==> src/rtl/pat_pkg.sv <==
// Shared types and constants for the periodic alarm timer.
// No dependencies; every other file of the block but pat_stream_if imports this package.
`default_nettype none

package pat_pkg;

    // Parameter defaults
    localparam int CHANNELS_DEFAULT      = 2;
    localparam int COUNTER_WIDTH_DEFAULT = 32;

    // Fixed field and register widths
    localparam int REG_WIDTH      = 32;
    localparam int PULSE_REGS     = 2;
    localparam int MASK_WIDTH     = 2;
    localparam int CMD_WIDTH      = 3;
    localparam int CFG_IDX_WIDTH  = 2;
    localparam int COUNT_OUT_BITS = 32;

    // Command codes
    localparam logic [CMD_WIDTH-1:0] CMD_TICK     = 3'd0;
    localparam logic [CMD_WIDTH-1:0] CMD_START    = 3'd1;
    localparam logic [CMD_WIDTH-1:0] CMD_STOP     = 3'd2;
    localparam logic [CMD_WIDTH-1:0] CMD_CLEAR    = 3'd3;
    localparam logic [CMD_WIDTH-1:0] CMD_SHUTDOWN = 3'd4;

    // Configuration register indexes
    localparam logic [CFG_IDX_WIDTH-1:0] REG_DEFAULT_PERIOD  = 2'd0;
    localparam logic [CFG_IDX_WIDTH-1:0] REG_CHANNEL0_PULSE  = 2'd1;
    localparam logic [CFG_IDX_WIDTH-1:0] REG_CHANNEL1_PULSE  = 2'd2;
    localparam logic [CFG_IDX_WIDTH-1:0] REG_CONTINUOUS_MASK = 2'd3;

    typedef struct packed {
        logic [CMD_WIDTH-1:0] command;
        logic                 channel;
    } cmd_item_t;

    typedef struct packed {
        logic [MASK_WIDTH-1:0]     fired_mask;
        logic                      irq;
        logic                      pending_flag;
        logic [MASK_WIDTH-1:0]     enabled_mask;
        logic                      busy_res;
        logic [COUNT_OUT_BITS-1:0] count_now;
    } res_item_t;

    typedef struct packed {
        logic [REG_WIDTH-1:0]                  default_period;
        logic [PULSE_REGS-1:0][REG_WIDTH-1:0]  pulse;
        logic [MASK_WIDTH-1:0]                 continuous_mask;
    } cfg_regs_t;

endpackage

`default_nettype wire

==> src/rtl/pat_stream_if.sv <==
// Valid/ready stream channel carrying one payload item per transfer.
// Payload type is a parameter; used with the structs of pat_pkg.
`default_nettype none

interface pat_stream_if #(
    parameter type payload_t = logic
);
    logic     valid;
    logic     ready;
    payload_t data;

    modport source (output valid, output data, input ready);
    modport sink   (input valid, input data, output ready);
endinterface

`default_nettype wire

==> src/rtl/pat_cfg_regs.sv <==
// Configuration register file of the periodic alarm timer.
// Depends on pat_pkg for the register indexes and the cfg_regs_t struct.
`default_nettype none

module pat_cfg_regs (
    input  wire logic                               clk,
    input  wire logic                               rst_n,
    input  wire logic                               cfg_write,
    input  wire logic [pat_pkg::CFG_IDX_WIDTH-1:0]  cfg_index,
    input  wire logic [pat_pkg::REG_WIDTH-1:0]      cfg_data,
    output pat_pkg::cfg_regs_t                      regs
);
    import pat_pkg::*;

    cfg_regs_t regs_reg;

    always_ff @(posedge clk or negedge rst_n)
    begin
        if (!rst_n)
        begin
            regs_reg <= '0;
        end
        else if (cfg_write)
        begin
            unique case (cfg_index)
                REG_DEFAULT_PERIOD:  regs_reg.default_period  <= cfg_data;
                REG_CHANNEL0_PULSE:  regs_reg.pulse[0]        <= cfg_data;
                REG_CHANNEL1_PULSE:  regs_reg.pulse[1]        <= cfg_data;
                REG_CONTINUOUS_MASK: regs_reg.continuous_mask <= cfg_data[MASK_WIDTH-1:0];
                default:             regs_reg <= regs_reg;
            endcase
        end
    end

    assign regs = regs_reg;

endmodule

`default_nettype wire

==> src/rtl/pat_in_stage.sv <==
// Input register stage: captures one command item per transfer.
// Depends on pat_pkg and pat_stream_if.
`default_nettype none

module pat_in_stage (
    input  wire logic           clk,
    input  wire logic           rst_n,
    pat_stream_if.sink          cmd,
    input  wire logic           take,
    output logic                item_valid,
    output pat_pkg::cmd_item_t  item
);
    import pat_pkg::*;

    logic      valid_reg;
    cmd_item_t item_reg;

    // Accept whenever the held item is empty or leaves this cycle
    assign cmd.ready = !valid_reg || take;

    always_ff @(posedge clk or negedge rst_n)
    begin
        if (!rst_n)
        begin
            valid_reg <= 1'b0;
        end
        else if (cmd.ready)
        begin
            valid_reg <= cmd.valid;
        end
    end

    always_ff @(posedge clk)
    begin
        if (cmd.ready && cmd.valid)
        begin
            item_reg <= cmd.data;
        end
    end

    assign item_valid = valid_reg;
    assign item       = item_reg;

endmodule

`default_nettype wire

==> src/rtl/pat_core.sv <==
// Timer state, compare-match logic and result register.
// Depends on pat_pkg and pat_stream_if.
`default_nettype none

module pat_core #(
    parameter int CHANNELS      = pat_pkg::CHANNELS_DEFAULT,
    parameter int COUNTER_WIDTH = pat_pkg::COUNTER_WIDTH_DEFAULT
) (
    input  wire logic                clk,
    input  wire logic                rst_n,
    input  wire pat_pkg::cfg_regs_t  cfg,
    input  wire logic                item_valid,
    input  wire pat_pkg::cmd_item_t  item,
    output logic                     take,
    pat_stream_if.source             res
);
    import pat_pkg::*;

    localparam int CW = COUNTER_WIDTH;

    logic [CW-1:0]       count_reg, count_next, count_inc, base;
    logic [CW-1:0]       target_reg  [CHANNELS];
    logic [CW-1:0]       target_next [CHANNELS];
    logic [CW-1:0]       interval    [CHANNELS];
    logic [CW-1:0]       sum         [CHANNELS];
    logic [CHANNELS-1:0] armed_reg, armed_next;
    logic [CHANNELS-1:0] running_reg, running_next;
    logic [CHANNELS-1:0] fire;
    logic                pending_reg, pending_next, pend_out;
    logic                res_valid_reg;
    res_item_t           res_reg, res_next;

    // Advance when the result slot is free or being drained
    assign take = item_valid && (!res_valid_reg || res.ready);

    always_comb
    begin
        count_inc    = count_reg + CW'(1);
        base         = (item.command == CMD_TICK) ? count_inc : count_reg;
        count_next   = count_reg;
        armed_next   = armed_reg;
        running_next = running_reg;
        pending_next = pending_reg;
        fire         = '0;
        for (int n = 0; n < CHANNELS; n++)
        begin
            interval[n]    = CW'((cfg.pulse[n] != '0) ? cfg.pulse[n] : cfg.default_period);
            sum[n]         = base + interval[n];
            target_next[n] = target_reg[n];
        end

        unique case (item.command)
            CMD_TICK:
            begin
                count_next = count_inc;
                for (int n = 0; n < CHANNELS; n++)
                begin
                    if (armed_reg[n] && (target_reg[n] == count_inc))
                    begin
                        fire[n] = 1'b1;
                        if (running_reg[n] && cfg.continuous_mask[n])
                        begin
                            target_next[n] = sum[n];
                        end
                        else
                        begin
                            armed_next[n]   = 1'b0;
                            running_next[n] = 1'b0;
                        end
                    end
                end
                if (fire != '0)
                begin
                    pending_next = 1'b1;
                end
            end
            CMD_START:
            begin
                for (int n = 0; n < CHANNELS; n++)
                begin
                    if (int'(item.channel) == n)
                    begin
                        target_next[n]  = sum[n];
                        armed_next[n]   = 1'b1;
                        running_next[n] = 1'b1;
                    end
                end
            end
            CMD_STOP:
            begin
                for (int n = 0; n < CHANNELS; n++)
                begin
                    if (int'(item.channel) == n)
                    begin
                        armed_next[n]   = 1'b0;
                        running_next[n] = 1'b0;
                    end
                end
            end
            CMD_CLEAR:
            begin
                pending_next = 1'b0;
            end
            CMD_SHUTDOWN:
            begin
                armed_next   = '0;
                running_next = '0;
                pending_next = 1'b0;
            end
            default:
            begin
                count_next = count_reg;
            end
        endcase

        // Clear reports the flag as it stood before clearing
        pend_out = (item.command == CMD_CLEAR) ? pending_reg : pending_next;

        res_next.fired_mask   = MASK_WIDTH'(fire);
        res_next.irq          = (fire != '0);
        res_next.pending_flag = pend_out;
        res_next.enabled_mask = MASK_WIDTH'(running_next);
        res_next.busy_res     = (running_next != '0);
        res_next.count_now    = COUNT_OUT_BITS'(count_next);
    end

    always_ff @(posedge clk or negedge rst_n)
    begin
        if (!rst_n)
        begin
            count_reg     <= '0;
            armed_reg     <= '0;
            running_reg   <= '0;
            pending_reg   <= 1'b0;
            res_valid_reg <= 1'b0;
            for (int n = 0; n < CHANNELS; n++)
            begin
                target_reg[n] <= '0;
            end
        end
        else
        begin
            if (take)
            begin
                count_reg     <= count_next;
                armed_reg     <= armed_next;
                running_reg   <= running_next;
                pending_reg   <= pending_next;
                res_valid_reg <= 1'b1;
                for (int n = 0; n < CHANNELS; n++)
                begin
                    target_reg[n] <= target_next[n];
                end
            end
            else if (res.ready)
            begin
                res_valid_reg <= 1'b0;
            end
        end
    end

    always_ff @(posedge clk)
    begin
        if (take)
        begin
            res_reg <= res_next;
        end
    end

    assign res.valid = res_valid_reg;
    assign res.data  = res_reg;

endmodule

`default_nettype wire

==> src/rtl/periodic_alarm_timer.sv <==
// Top level of the periodic alarm timer: config registers, input stage, core.
// Depends on pat_pkg, pat_stream_if, pat_cfg_regs, pat_in_stage and pat_core.
`default_nettype none

// Compare-match alarm timer with auto-reload. A free-running tick counter of
// COUNTER_WIDTH bits serves CHANNELS alarm channels. Each command item (tick,
// start, stop, clear pending, shutdown) produces exactly one result item that
// reports the fired channels, irq, the sticky pending flag, the running
// channels and the low 32 bits of the counter. The block takes one item per
// clock while the result side is ready: a command is captured in an input
// register at its transfer, all of its work (counter increment, one adder and
// one equality compare per channel, flag update) is done combinationally
// from that register and lands in the result register when the core takes
// the item. While a result waits to be taken, the input register accepts
// one more command and then the command side stalls; its ready follows the
// result side's ready in the same cycle.
// Configuration registers are written through cfg_write/cfg_index/cfg_data
// and should only be changed while no command is in flight.

module periodic_alarm_timer #(
    parameter int CHANNELS      = pat_pkg::CHANNELS_DEFAULT,
    parameter int COUNTER_WIDTH = pat_pkg::COUNTER_WIDTH_DEFAULT
) (
    input  wire logic                               clk,
    input  wire logic                               rst_n,
    input  wire logic                               cfg_write,
    input  wire logic [pat_pkg::CFG_IDX_WIDTH-1:0]  cfg_index,
    input  wire logic [pat_pkg::REG_WIDTH-1:0]      cfg_data,
    pat_stream_if.sink                              cmd,
    pat_stream_if.source                            res
);
    import pat_pkg::*;

    cfg_regs_t cfg;
    cmd_item_t item;
    logic      item_valid;
    logic      take;

    // Hold the programmed intervals and reload mask
    pat_cfg_regs u_cfg_regs (
        .clk       (clk),
        .rst_n     (rst_n),
        .cfg_write (cfg_write),
        .cfg_index (cfg_index),
        .cfg_data  (cfg_data),
        .regs      (cfg)
    );

    // Capture one command per transfer; advance when the core takes it
    pat_in_stage u_in_stage (
        .clk        (clk),
        .rst_n      (rst_n),
        .cmd        (cmd),
        .take       (take),
        .item_valid (item_valid),
        .item       (item)
    );

    // Update counter, targets and flags; drive the result register
    pat_core #(
        .CHANNELS      (CHANNELS),
        .COUNTER_WIDTH (COUNTER_WIDTH)
    ) u_core (
        .clk        (clk),
        .rst_n      (rst_n),
        .cfg        (cfg),
        .item_valid (item_valid),
        .item       (item),
        .take       (take),
        .res        (res)
    );

endmodule

`default_nettype wire
==> src/flat_wrapper.sv <==
// flat-port wrapper written by rule: the top's interface ports become plain ports
module periodic_alarm_timer_flat import pat_pkg::*;
#(
    parameter int CHANNELS      = pat_pkg::CHANNELS_DEFAULT,
    parameter int COUNTER_WIDTH = pat_pkg::COUNTER_WIDTH_DEFAULT
)
  (clk, rst_n, cfg_write, cfg_index, cfg_data, cmd_valid, cmd_data, cmd_ready, res_valid, res_data, res_ready);
  pat_stream_if cmd_i ();
  pat_stream_if res_i ();
  input  wire logic clk;
  input  wire logic rst_n;
  input  wire logic cfg_write;
  input  wire logic [pat_pkg::CFG_IDX_WIDTH-1:0] cfg_index;
  input  wire logic [pat_pkg::REG_WIDTH-1:0] cfg_data;
  input wire logic [$bits(cmd_i.valid)-1:0] cmd_valid;
  input wire logic [$bits(cmd_i.data)-1:0] cmd_data;
  output wire logic [$bits(cmd_i.ready)-1:0] cmd_ready;
  output wire logic [$bits(res_i.valid)-1:0] res_valid;
  output wire logic [$bits(res_i.data)-1:0] res_data;
  input wire logic [$bits(res_i.ready)-1:0] res_ready;
  assign cmd_i.valid = cmd_valid;
  assign cmd_i.data = cmd_data;
  assign cmd_ready = cmd_i.ready;
  assign res_valid = res_i.valid;
  assign res_data = res_i.data;
  assign res_i.ready = res_ready;
  periodic_alarm_timer #(.CHANNELS(CHANNELS), .COUNTER_WIDTH(COUNTER_WIDTH)) u_core (.clk(clk), .rst_n(rst_n), .cfg_write(cfg_write), .cfg_index(cfg_index), .cfg_data(cfg_data), .cmd(cmd_i), .res(res_i));
endmodule
==> config.mk <==
export PLATFORM = sky130hd
export DESIGN_NAME = periodic_alarm_timer_flat
export DESIGN_NICKNAME = d
export VERILOG_FILES = /design/src/rtl/pat_pkg.sv /design/src/rtl/pat_stream_if.sv /design/src/rtl/pat_cfg_regs.sv /design/src/rtl/pat_in_stage.sv /design/src/rtl/pat_core.sv /design/src/rtl/periodic_alarm_timer.sv /design/src/flat_wrapper.sv
export SDC_FILE = /design/constraint.sdc
export NUM_CORES = 1
export LEC_CHECK = 0
export BUFFER_PORTS_ARGS = -buffer_cell sky130_fd_sc_hd__buf_2
export CORE_AREA = 2 2 39 41
export CTS_CLUSTER_SIZE = 40
export DETAILED_ROUTE_END_ITERATION = 8
export DIE_AREA = 0 0 41 43
export HOLD_SLACK_MARGIN = 0.06
export PLACE_DENSITY_LB_ADDON = 0.1
export SYNTH_ARGS = -nofsm -noshare
export SYNTH_HDL_FRONTEND = slang
export SYNTH_SLANG_ARGS = --single-unit
==> constraint.sdc <==
create_clock -name clk -period 2.1 [get_ports clk]
set_clock_uncertainty 0.2 [all_clocks]
set_input_delay 0.315 -clock clk [delete_from_list [all_inputs] [get_ports clk]]
set_output_delay 0.315 -clock clk [all_outputs]
set_load 0.005 [all_outputs]
* After elaboration in Yosys (flattened, before gate mapping) *
Index checks and enable logic that the tools add are counted.

storage, ports and cells
  memory bits (writable) = 0
  input port bits = 40
  bits in read-only memories = 0
  output and inout port bits = 3
  memories = 0
  latch bits = 0
  register bits = 35

cells by class
  muxes and demuxes = 2
  bitwise logic cells = 0
  $lt $le $gt $ge = 0
  multipliers = 0
  equal/unequal tests = 0
  shift-type cells = 0
  $add $sub $neg = 1
  div/mod/pow operators = 0
  reduce and logical (&&, ||, !) cells = 6

operators with widths
  cell                   number
  $add 32x1->32 const B  1
  $logic_not 1->1        2
  $logic_or 1x1->1       2
  $mux 1                 2
  $reduce_bool 2->1      1
  $logic_and 1x1->1      1

* Logic depth before layout (Yosys ltp) *
Gate-level depths: netlist (run 1).

  word-level depth = 4
  gate-level depth with buffers = 3
  mapped depth without buffers = 3

* Hierarchy *
From an unflattened synthesis (run 1), not the netlist that was laid out.

second synthesis, totals
  cell total of the unflattened synthesis = 228
  area, all modules = 3,958.8 um^2

modules (own cells, without submodules)
  module        cells an instance  times used  area each (um^2)
  pat_cfg_regs  209                1           3,703.6
  pat_core      10                 1           145.1
  pat_in_stage  9                  1           110.1

* Worst setup path after synthesis (run 1) *
OpenSTA, ideal clock, no wires.

  path type = reg-to-reg
  start = register u_core.u_core.res_valid_reg (netlist: u_core.u_core.res.valid)
  end = register u_core.u_core.res_reg, in the netlist u_core.u_core.res.data (enable)
  arrival = 0.631 ns
  setup time = 0.292 ns
  data required time = 1.608 ns
  cell stages (with the launch flop) = 3
  path slack = 0.976 ns
  path through = dfrtp_1 -> nand2b_4 -> and2_4

between the ends
  cells in the longest elaborated chain, start to end = 3

RTL lines
  element                 RTL line                    source
  from (decl)             pat_core.sv:30              logic res_valid_reg;
  from (signal assigned)  pat_core.sv:135             res_valid_reg <= 1'b0;
  from (signal assigned)  pat_core.sv:149             res_valid_reg <= 1'b1;
  from (signal assigned)  pat_core.sv:157             res_valid_reg <= 1'b0;
  $logic_not 1->1         pat_core.sv:34              assign take = item_valid && (!res_valid_reg || res.ready);
  $logic_or 1x1->1        pat_core.sv:34
  $logic_and 1x1->1       pat_core.sv:34
  via u_core.take         periodic_alarm_timer.sv:37  logic take;
  to (signal assigned)    pat_core.sv:166             res_reg <= res_next;
  to (decl)               pat_core.sv:31              res_item_t res_reg, res_next;

The timed path passes the listed nets, and every way through them passes these cells.
A chain may end at the register's enable or synchronous reset.

* Worst setup path in the final report (run 1) *
  start = register u_core.u_core.res_valid_reg (netlist: u_core.u_core.res.valid)
  end = output cmd_ready

between the ends
  cells in the longest elaborated chain, start to end = 4

RTL lines
  element            RTL line            source
  $logic_not 1->1    pat_core.sv:34
  $logic_or 1x1->1   pat_core.sv:34
  $logic_and 1x1->1  pat_core.sv:34
  $logic_or 1x1->1   pat_in_stage.sv:19  assign cmd.ready = !valid_reg || take;
  to (decl)          flat_wrapper.sv:17  output wire logic [$bits(cmd_i.ready)-1:0] cmd_ready;

Every way passes these cells.

==> results of run 1 <==
final cells by class:
cell class	count	share of cell area [%]
clock buffer	4	9.95
inverter	1	1.42
multi-input combinational	6	22.3
sequential	4	39.8
tap	16	7.58
timing repair buffer	8	19.0
timing repair:
| action | in CTS | in global routing |
|---|---|---|
| hold buffers | 2 | 0 |
| setup endpoints to repair | 0 | 0 |
| hold endpoints to repair | 4 | 0 |
metrics by stage:
| step | utilization, % | area [µm²] | power, mW |
|---|---|---|---|
| floorplan | - | 168 | 0.144 |
| global placement | 15.7 | 218 | 0.159 |
| detailed placement | 15.7 | 218 | 0.159 |
| CTS | 19.1 | 264 | 0.272 |
| global route | 19.1 | 264 | 0.285 |
| finish | 19.1 | 264 | 0.267 |
kinds of logic (layout without fill, tap and decap cells):
group         after synthesis  count (layout)  share of synthesized area [%]
buf+inv                     1              13                           2.24
xor+xnor                    1               1                           9.70
simple gates                5               5                           25.4
flops                       4               4                           62.7
per-layer routing:
metal	track usage [%]	part of all wire, %
met1	5.54	48
met2	3.75	39
met5	0	0
met3	3.14	13
met4	8.00	0
cells in the final DEF, fill, tap and decap left out, types with 2 or more instances in the layout:
| cell type | n |
|---|---|
| sky130_fd_sc_hd__dfrtp_1 | 3 |
| sky130_fd_sc_hd__clkbuf_4 | 3 |
| sky130_fd_sc_hd__dlygate4sd3_1 | 2 |
| sky130_fd_sc_hd__buf_2 | 6 |
| sky130_fd_sc_hd__nand2b_1 | 2 |
power breakdown:
| part | internal, mW | leakage, nW | switching [mW] | total [mW] |
|---|---|---|---|---|
| sequential | 0.101 | 0.0425 | 0.00583 | 0.107 |
| clock | 0.0715 | 0.0150 | 0.0345 | 0.106 |
| combinational | 0.0310 | 0.0637 | 0.0227 | 0.0537 |
| total | 0.204 | 0.121 | 0.0630 | 0.267 |
worst paths after layout:
kind                       slack, ns  cells after the start                         start                      endpoint
setup / recovery                0.69                      2       u_core.u_core.res.valid                     cmd_ready
hold / removal                  0.16                      3                     res_ready       u_core.u_core.res.valid
setup reg to reg                0.97                      2       u_core.u_core.res.valid        u_core.u_core.res.data
hold reg to reg                 0.29                      1  u_core.u_in_stage.item_valid       u_core.u_core.res.valid
max in group asynchronous       1.38                      2                         rst_n  u_core.u_in_stage.item_valid
min in group asynchronous       0.21                      2                         rst_n    u_core.u_core.count_reg[0]
critical path, cell delays in order, from the launching register on:
cell	delay, ns
sky130_fd_sc_hd__dfrtp_1	0.40
sky130_fd_sc_hd__nand3b_1	0.12
sky130_fd_sc_hd__buf_2	0.14
==> results.txt, run 1 <==
- Synth cell types: 8
* Maximum fanout along the worst path: 3
* Area fraction of the dominant cell type after synthesis: 44.8%
- Total nets after synthesis: 51
- Data on the critical path arrives at its endpoint at 0.90 ns.
- Gr usage total: 4.74%
- In this run the tool buffered the top-level ports with 6 buffer cells.
- Synthesis inferred 4 register bits.
* Final hold violation count: 0
- The multi-input combinational cells in the finished layout cover a total of 58.8 µm².
* Critical Path RT: 1.58 ns
* Number of flops mapped to enable cells by yosys: 1
- Routability congestion estimate: 0.564
* Maximum operating frequency: 0.709 GHz
- Startpoint class of the critical path: register
* Min-delay worst type: in2reg
* Num rows: 14
- For this block, the initial DRC count from the detailed router was 1.
* Placed Cells: 33
* H-tree levels: 1
- Clock period minus worst slack: 1.41 ns
- Counting the buffers created by CTS gives 3.
- FILL cells: 148
- Routed Wire Length: 277 µm
- Biggest area contributors in the synthesized netlist: sky130_fd_sc_hd__dfrtp_1 (45%), sky130_fd_sc_hd__edfxtp_1 (18%), sky130_fd_sc_hd__xnor2_2 (9.7%)
- LEAKAGE: 0.121 nW
- In the synthesized netlist, the number of instances is 11.
* Sequential-to-total area share from yosys stat: 62.7%
- In this run the tightest slew margin relative to its limit is 89.5%.
* Core footprint: 0.00138 mm²
- The die is 41 µm wide.
- CTS Buffer Depth: 2
- Peak supply drop: 0.249 mV
- The final count of pins violating max slew was 0.
* Result of the run: complete, no violations
- DRT Pass-1 Iters: 2
* Clock sinks: 4
* Routed vias/inst: 2.74
- Post-route fraction of the period consumed by the critical path: 67.2%
- The worst setup path is of the reg2out kind.
* Pin count of the biggest net entering global routing: 4
- Most frequent cells after synthesis: sky130_fd_sc_hd__dfrtp_1 (3), sky130_fd_sc_hd__nand2b_1 (2)
- Post-route worst hold slack: 0.163 ns
- For this run, the post-layout net count is 64.
- For the pin with the worst max-slew slack, the measured transition is 0.158 ns.
* Ratio of cells with drive above 1 in the final layout: 52.2%
- Starting density of the core: 12.1%
- Relative to the synthesized area, the layout overhead comes to 57.5%.
- Max-cap violations: 0
* Summed instance area of the synthesized netlist: 168 µm²
* Post-cts resize count: 0
- Non-Filler Instances: 39
- TritonCTS built the clock tree.
- 43 I/O pins were placed.
* Number of setup violations in the final report: 0
- Number of antenna violations at the first check in global routing: 0
- The final route contains 107 vias.
* Cell accounting for the most synthesized area: sky130_fd_sc_hd__dfrtp_1
- Number of nets with antenna violations after detailed routing: 0
* Number of inserted diodes: 0
- The first global-routing pass estimated 455 µm of wire.
- The total overflow left after global routing is 0.
* Buffer count from post-CTS setup fixing: 0
- STA classifies the critical path endpoint as a primary output.
* Clk Latency, worst-skew pair: 0.23 ns
* Slack of the critical path: 0.689 ns
- Warning count from the yosys run: 0
- In the synthesized netlist the dominant register cell turns out to be sky130_fd_sc_hd__dfrtp_1.
- Wirelength per Cell: 7.10 µm
- For this run, asynchronously set or reset flops after synthesis account for 75.0%.
- Adding up every negative setup slack in the final design gives 0 ns.
* Most frequently used cell type in the post-synthesis netlist: sky130_fd_sc_hd__dfrtp_1
* Vias in the first global route: 104
- The floorplan step defined a die boundary enclosing 0.00176 mm².
- After clock tree synthesis, the clock-pin slew on the worst setup and hold paths is 0.04 ns.
* Worst setup slack after placement: 0.868 ns
* Unrepaired setup endpoints after global routing: false
- The die is 43 µm tall.
* Area taken by flip-flops and latches: 105 µm²
- DRC: 0
- Pwr Density: 1010 mW/mm²
* Per-instance average area after synthesis: 15.2 µm²
* Clock root buffer: sky130_fd_sc_hd__clkbuf_4
No activity file was read; power rests on OpenSTA's default activity.
==> run 2, diff against run 1 <==
==> constraint.sdc (replaced) <==
create_clock -name clk -period 1.4 [get_ports clk]
set_clock_uncertainty 0.2 [all_clocks]
set_input_delay 0.21 -clock clk [delete_from_list [all_inputs] [get_ports clk]]
set_output_delay 0.21 -clock clk [all_outputs]
set_load 0.005 [all_outputs]
==> run 2 against run 1 <==
Net effect:
- highest routed layer unchanged
- critical path type is now in2reg
- first-iteration DRC count unchanged
- largest power group unchanged
- worst setup slack worse by 0.65 ns
- final cell count up 2.6%
- design area up 3.8%
- total power up 51%
==> results.txt, run 2 (synthesized netlist as in run 1, its figures left out) <==
- Result of the run: complete, no violations
* Number of inserted diodes: 0
* Commonest non-fill, non-tap cell in the layout: sky130_fd_sc_hd__buf_2
* Largest stage delay, worst path: 0.54 ns
* Routability congestion estimate: 0.564
- Setup violations remaining at the end of the flow were counted as 0.
* Grt ovf: 0
- LEAKAGE: 0.125 nW
- Worst setup slack after placement: 0.259 ns
* Min-delay worst type: in2reg
- Power spread over the standard cell area amounts to 1470 mW/mm².
* Max-cap violations: 0
- The worst-case IR drop observed on VDD is 0.374 mV.
* Routed vias/inst: 2.83
* Overall die area: 0.00176 mm²
* Vias in the first global route: 104
- In this run the remaining antenna-violating nets after routing total 0.
- The final count of pins violating max slew was 0.
- Die Wd: 41 µm
- Across all setup checks in the final design, the least slack found is 0.0394 ns.
- CTS Buf Count: 3
* Clock Pin Slew Worst Setup and Hold Paths: 0.04 ns
* Final net count: 65
- The die is 43 µm tall.
- From synthesis to final layout, the design area changed by 63.4%.
* Worst Setup Path Type: in2reg
- IO Port Bufs: 6
- After layout, the minimum clock period comes to 1.36 ns.
- The hold violation total from the final report was 0.
- Post-cts resize count: 0
- Ratio of cells with drive above 1 in the final layout: 50.0%
* Setup TNS after final layout: 0 ns
- Once the floorplan was initialized, standard cells occupied 12.1% of the core.
- FILL cells: 150
* Area of the multi-input gates: 58.8 µm²
* Maximum fanout along the worst path: 2
- CTS tree: done
* Slowest stage cell, crit path: sky130_fd_sc_hd__dlygate4sd3_1
- Rel. slew slack: 89.8%
- DRC: 0
* Arrival @ worst endpoint: 1.28 ns
- Transition time at the pin with the least slew margin: 0.154 ns
* Num rows: 14
- The first detailed-routing pass ran for 2 iterations.
* IO Pins: 43
- In the final routed layout, each cell accounts on average for 7.10 µm.
- Post-route fraction of the period consumed by the critical path: 97.2%
- Core footprint: 0.00138 mm²
- Gr usage total: 4.74%
- Clock sinks: 4
* Number of DRC markers after the initial detailed-route iteration: 1
* Number of antenna violations at the first check in global routing: 0
* Detailed-route via count: 113
- Unrepaired setup endpoints after global routing: false
- CTS Buffer Depth: 2
- For this block, the routed nets add up to 284 µm of wire.
- Buffer count from post-CTS setup fixing: 0
- The top cell types in the final layout, fill and taps aside, are sky130_fd_sc_hd__buf_2 (6), sky130_fd_sc_hd__clkbuf_4 (3), sky130_fd_sc_hd__dlygate4sd3_1 (3), sky130_fd_sc_hd__dfrtp_1 (3), sky130_fd_sc_hd__nand2b_1 (2).
* H-tree levels: 1
* Global-route wire length before repair: 455 µm
- Clock root buffer: sky130_fd_sc_hd__clkbuf_4
- Pin count of the biggest net entering global routing: 4
* CP Cell Sequence: buf_2 > dlygate4sd3_1 > nand2b_4 > and2_4 > xnor2_2
- STA puts the critical path data required time at 1.32 ns.
- The worst setup path is launched from an input pin.
- Clk Latency, worst-skew pair: 0.23 ns
* CP Capture Type: register
* Area taken by flip-flops and latches: 105 µm²
- Maximum operating frequency: 0.735 GHz
==> run 2: cell count changes in the layout (fill, tap and decap cells not counted) <==
cell / change
sky130_fd_sc_hd__dlygate4sd3_1: +1
==> run 2: power by group <==
| part | internal, mW | switching (mW) | total [mW] | leakage (nW) |
|---|---|---|---|---|
| combinational | 0.0484 | 0.0343 | 0.0826 | 0.0679 |
| clock | 0.107 | 0.0520 | 0.159 | 0.0150 |
| sequential | 0.152 | 0.00866 | 0.160 | 0.0425 |
==> run 2: metrics by stage <==
| stage | util, % | std cells | cell area [µm²] | hold slack, ns | total power [mW] |
|---|---|---|---|---|---|
| after CTS | 19.8 | 40 | 274 | 0.0629 | 0.411 |
| after floorplan | - | 11 | 168 | -0.286 | 0.217 |
| after global routing | 19.8 | 40 | 274 | 0.0882 | 0.430 |
| final | 19.8 | 40 | 274 | 0.0719 | 0.402 |
| after global placement | 15.7 | 33 | 218 | -0.185 | 0.239 |
| after detailed placement | 15.7 | 33 | 218 | -0.188 | 0.238 |
==> run 2: worst max-delay path, delay by kind of cell <==
family / cells / cell delay, ns
XOR/XNOR: 1 / 0.12
buffers and inverters: 2 / 0.64
AND/OR/NAND/NOR: 2 / 0.31
==> run 2: worst paths after layout <==
| path | startpoint | end | slack (ns) | depth (start not counted) |
|---|---|---|---|---|
| max in group asynchronous | rst_n | u_core.u_in_stage.item_valid | 0.78 | 2 |
| min in group asynchronous | rst_n | u_core.u_core.count_reg[0] | 0.10 | 2 |
| max | res_ready | u_core.u_core.count_reg[0] | 0.04 | 5 |
| min | res_ready | u_core.u_in_stage.item_valid | 0.07 | 3 |
| max reg2reg | u_core.u_core.res.valid | u_core.u_core.res.data | 0.27 | 2 |
| min reg2reg | u_core.u_in_stage.item_valid | u_core.u_core.res.valid | 0.29 | 1 |
==> run 2: timing repair <==
action | 4_1_cts | 5_1_grt
endpoints found under the setup margin | 0 | 0
endpoints found under the hold margin | 5 | 0
hold buffers | 3 | 0
==> run 2: layer usage <==
layer | routed length, µm | track usage (%) | vias to the layer above
met3 | 36 | 3.14 | 0
met4 | 0 | 8.00 | 0
met1 | 131 | 5.54 | 45
met2 | 116 | 3.75 | 6
met5 | 0 | 0 | -
li1 | - | - | 62
==> run 2: cell type report <==
type	count	area share (%)
Tap cell	16	7.31
Clock buffer	4	9.59
Inverter	1	1.37
Multi-Input combinational cell	6	21.5
Timing Repair Buffer	9	21.9
Sequential cell	4	38.4
==> run 3, diff against run 2 <==
--- a/config.mk
+++ b/config.mk
@@ -5,6 +5,7 @@
 export SDC_FILE = /design/constraint.sdc
 export NUM_CORES = 1
 export LEC_CHECK = 0
+export ABC_AREA = 1
 export BUFFER_PORTS_ARGS = -buffer_cell sky130_fd_sc_hd__buf_2
 export CORE_AREA = 2 2 39 41
 export CTS_CLUSTER_SIZE = 40
==> run 3 against run 2 <==
Net effect:
- first-iteration DRC count grew to 3.0 times the previous value
- sequential share of layout area grew 1.5 points
- synthesized area shrank 6.0%
- flip-flop and latch count did not move
- clock-buffer cell count unchanged
- die area unchanged
- clock power is essentially flat
- worst setup slack gained 0.031 ns
- global-route usage grew 0.50 points
- design area shrank 3.7%
- register-to-register slack better by 0.04 ns
==> results.txt, run 3 <==
* Number of setup violations in the final report: 0
* Vias in the first global route: 139
- The routed design could run at a clock period as short as 1.33 ns.
- The hold violation total from the final report was 0.
- The clock network accounts for 42.3% of the total power.
- For the final routed database, the setup TNS stands at 0 ns.
- The worst setup path is launched from an input pin.
- The initialized floorplan defines 14 standard-cell rows.
- Post-CTS timing repair inserted 0 buffers for setup.
- Rel. slew slack: 92.1%
* Core footprint: 0.00138 mm²
* Most frequent cells after synthesis: sky130_fd_sc_hd__nand2_1 (4), sky130_fd_sc_hd__dfrtp_1 (3), sky130_fd_sc_hd__inv_1 (3)
* Share of flip-flops with an asynchronous set or reset: 75.0%
- For the pin with the worst max-slew slack, the measured transition is 0.119 ns.
- Static timing analysis puts the maximum clock frequency at 0.752 GHz.
* Routed Wire Length: 305 µm
- For this run, design rule violations remaining after detail routing come to 0.
* Summed instance area of the synthesized netlist: 158 µm²
- CTS Buffer Depth: 2
* Maximum fanout along the worst path: 3
- Setup repair after global routing left no endpoint under its margin.
* Portion of total power attributed to combinational logic: 15.5%
* Overall die area: 0.00176 mm²
* CTS tree: done
- Number of flops mapped to enable cells by yosys: 1
- Depth of the worst register-to-register path: 3
* Detail Placement HPWL: 245 µm
* H-tree levels: 1
- After detailed placement, the total cell area comes to 208 µm².
- The worst register-to-register path begins at u_core.u_core.res.valid.
- Ys flop type: sky130_fd_sc_hd__dfrtp_1
* Biggest area contributors in the synthesized netlist: sky130_fd_sc_hd__dfrtp_1 (48%), sky130_fd_sc_hd__edfxtp_1 (19%), sky130_fd_sc_hd__nand2_1 (9.5%)
* Number of antenna violations at the first check in global routing: 0
- IO Port Bufs: 6
- At the end of routability-driven placement, the weighted congestion stood at 0.689.
- Clock root buffer: sky130_fd_sc_hd__clkbuf_4
- Capture endpoint of the worst hold path: u_core.u_in_stage.item_valid
* Clock sinks: 4
- Max Transition Viols Final: 0
- The Yosys step of the flow raised 0 warnings.
* Starting density of the core: 11.4%
* LEAKAGE: 0.137 nW
- The repair_antennas step left the layout with diodes totalling 0.
* Most frequently used cell type in the post-synthesis netlist: sky130_fd_sc_hd__nand2_1
- Data on the critical path is required at its endpoint by 1.16 ns.
* FF+latch count, synth: 4
- The tightest min-delay check is of the in2reg type.
- Ratio of cells with drive above 1 in the final layout: 41.4%
* Pin count of the biggest net entering global routing: 4
- The clock reaches the later pin of the worst-skew pair after 0.24 ns.
- Most frequent cells in the layout: sky130_fd_sc_hd__buf_2 (6), sky130_fd_sc_hd__nand2_1 (4)
* Area fraction of the dominant cell type after synthesis: 47.6%
* Final non-filler cell area: 264 µm²
- Leaving out fill and tap cells, the most frequent cell in the layout is sky130_fd_sc_hd__buf_2.
- Summing the sequential cell areas from Yosys gives 66.7% of the chip area.
- The first detailed-routing pass took 2 iterations.
- Switching power as a share of total power: 24.4%
- The floorplan step set the die height to 43 µm.
- Across the run, the number of max-cap violations was 0.
- Cell-internal power: 0.282 mW
- During I/O placement, the number of pins put on the boundary was 43.
* Peak supply drop: 0.473 mV
* Worst Setup Path Type: in2reg
- The analysis attributes to net switching a power of 0.0909 mW.
- Sequential cells burn 42.2% of the power.
- Counting every net in the synthesized netlist gives 56.
- After clock tree synthesis, the clock-pin slew on the worst setup and hold paths is 0.04 ns.
* Synth cell types: 7
- In this run the critical register-to-register path is captured at u_core.u_core.res.data.
* CTS Buf Count: 3
* Arrival @ worst endpoint: 1.09 ns
* Hold Crit Depth: 4
- Per-instance average area after synthesis: 9.85 µm²
* Gr usage total: 5.24%
* Final net count: 70
- Wirelength per Cell: 6.78 µm
- Grt ovf: 0
- The routed layout has 145 vias.
- Reg-to-reg slack, setup: 0.31 ns
- Number of DRC markers after the initial detailed-route iteration: 3
- CP Capture Type: register
- Die Wd: 41 µm
- Hold path start: res_ready
* Routed vias/inst: 3.22
- Pwr Density: 1410 mW/mm²
- Synthesis handed over a netlist of 16 instances.
- The first global-routing pass estimated 496 µm of wire.
- Relative to the synthesized area, the layout overhead comes to 67.5%.
- Post-route fraction of the period consumed by the critical path: 94.9%
- The largest total area in the synthesized netlist belongs to sky130_fd_sc_hd__dfrtp_1.
* Number of nets with antenna violations after detailed routing: 0
- The flow ran to the end, and the final reports show no timing, DRC or antenna violations.
## run 3: cell count changes in the layout (fill, tap and decap cells not counted), moves of 2 or more
cell                       delta
sky130_fd_sc_hd__nand3_1      +2
sky130_fd_sc_hd__inv_1        +2
sky130_fd_sc_hd__nand2_1      +4
sky130_fd_sc_hd__nand2_2      +2
sky130_fd_sc_hd__nand2b_1     -2
## run 3: repair_timing
action                                  CTS  global route
endpoints found under the setup margin    0             0
resized for setup                         0             0
endpoints found under the hold margin     5             0
hold buffers                              3             0
## run 3: worst max-delay path, stage by stage
cell                            delay, ns
sky130_fd_sc_hd__buf_2               0.08
sky130_fd_sc_hd__inv_2               0.03
sky130_fd_sc_hd__dlygate4sd3_1       0.56
sky130_fd_sc_hd__nand2_2             0.09
sky130_fd_sc_hd__nand2_2             0.06
sky130_fd_sc_hd__inv_1               0.06
## run 3: area by class of cell
| class | count | area, µm² |
|---|---|---|
| Sequential cell | 4 | 105 |
| Fill cell | 160 | 1120 |
| Tap cell | 16 | 20.0 |
| Multi-Input combinational cell | 8 | 37.5 |
| Clock buffer | 4 | 26.3 |
| Inverter | 4 | 15.0 |
| Timing Repair Buffer | 9 | 60.1 |
## run 3: kinds of logic (layout without fill, tap and decap cells)
group	after synthesis	count (layout)	share of synthesized area (%)
and+or+nand+nor	8	8	23.8
DFF	4	4	66.7
buffers and inverters	4	17	9.52
## run 3: worst max path at each step
stage,depth (start not counted),to,slack [ns],start
detailed placement,3,u_core.u_core.res.data,0.32,u_core.u_core.res.valid
finish,6,u_core.u_core.res.data,0.07,res_ready
global placement,3,u_core.u_core.res.data,0.31,u_core.u_core.res.valid
global route,6,u_core.u_core.res.data,0.04,res_ready
CTS,6,u_core.u_core.res.data,0.07,res_ready
floorplan,3,u_core.u_core.res.data,0.33,u_core.u_core.res.valid
## run 3: per-stage QoR
step / setup slack (ns) / utilization [%] / cells / total power, mW / hold slack (ns)
3_5_place_dp: 0.316 / 15.0 / 38 / 0.213 / -0.187
2_1_floorplan: 0.327 / - / 16 / 0.188 / -0.286
4_1_cts: 0.0742 / 19.1 / 45 / 0.384 / 0.0621
5_1_grt: 0.0401 / 19.1 / 45 / 0.408 / 0.101
3_3_place_gp: 0.311 / 15.0 / 38 / 0.212 / -0.188
6_report: 0.0708 / 19.1 / 45 / 0.373 / 0.0636
## run 3: layer usage
layer	global-route usage, %	wire length [µm]	part of all wire [%]
met4	4.00	0	0
met1	3.91	116	38
met3	7.85	42	14
met2	5.94	146	48
met5	0	0	0
## run 3: power by group through the flow
stage | clock network [mW] | registers (mW) | logic [mW]
6_report | 0.158 | 0.157 | 0.0580
3_3_place_gp | 0 | 0.159 | 0.0531
4_1_cts | 0.166 | 0.158 | 0.0598
2_1_floorplan | 0 | 0.160 | 0.0283
3_5_place_dp | 0 | 0.159 | 0.0539
5_1_grt | 0.183 | 0.158 | 0.0661
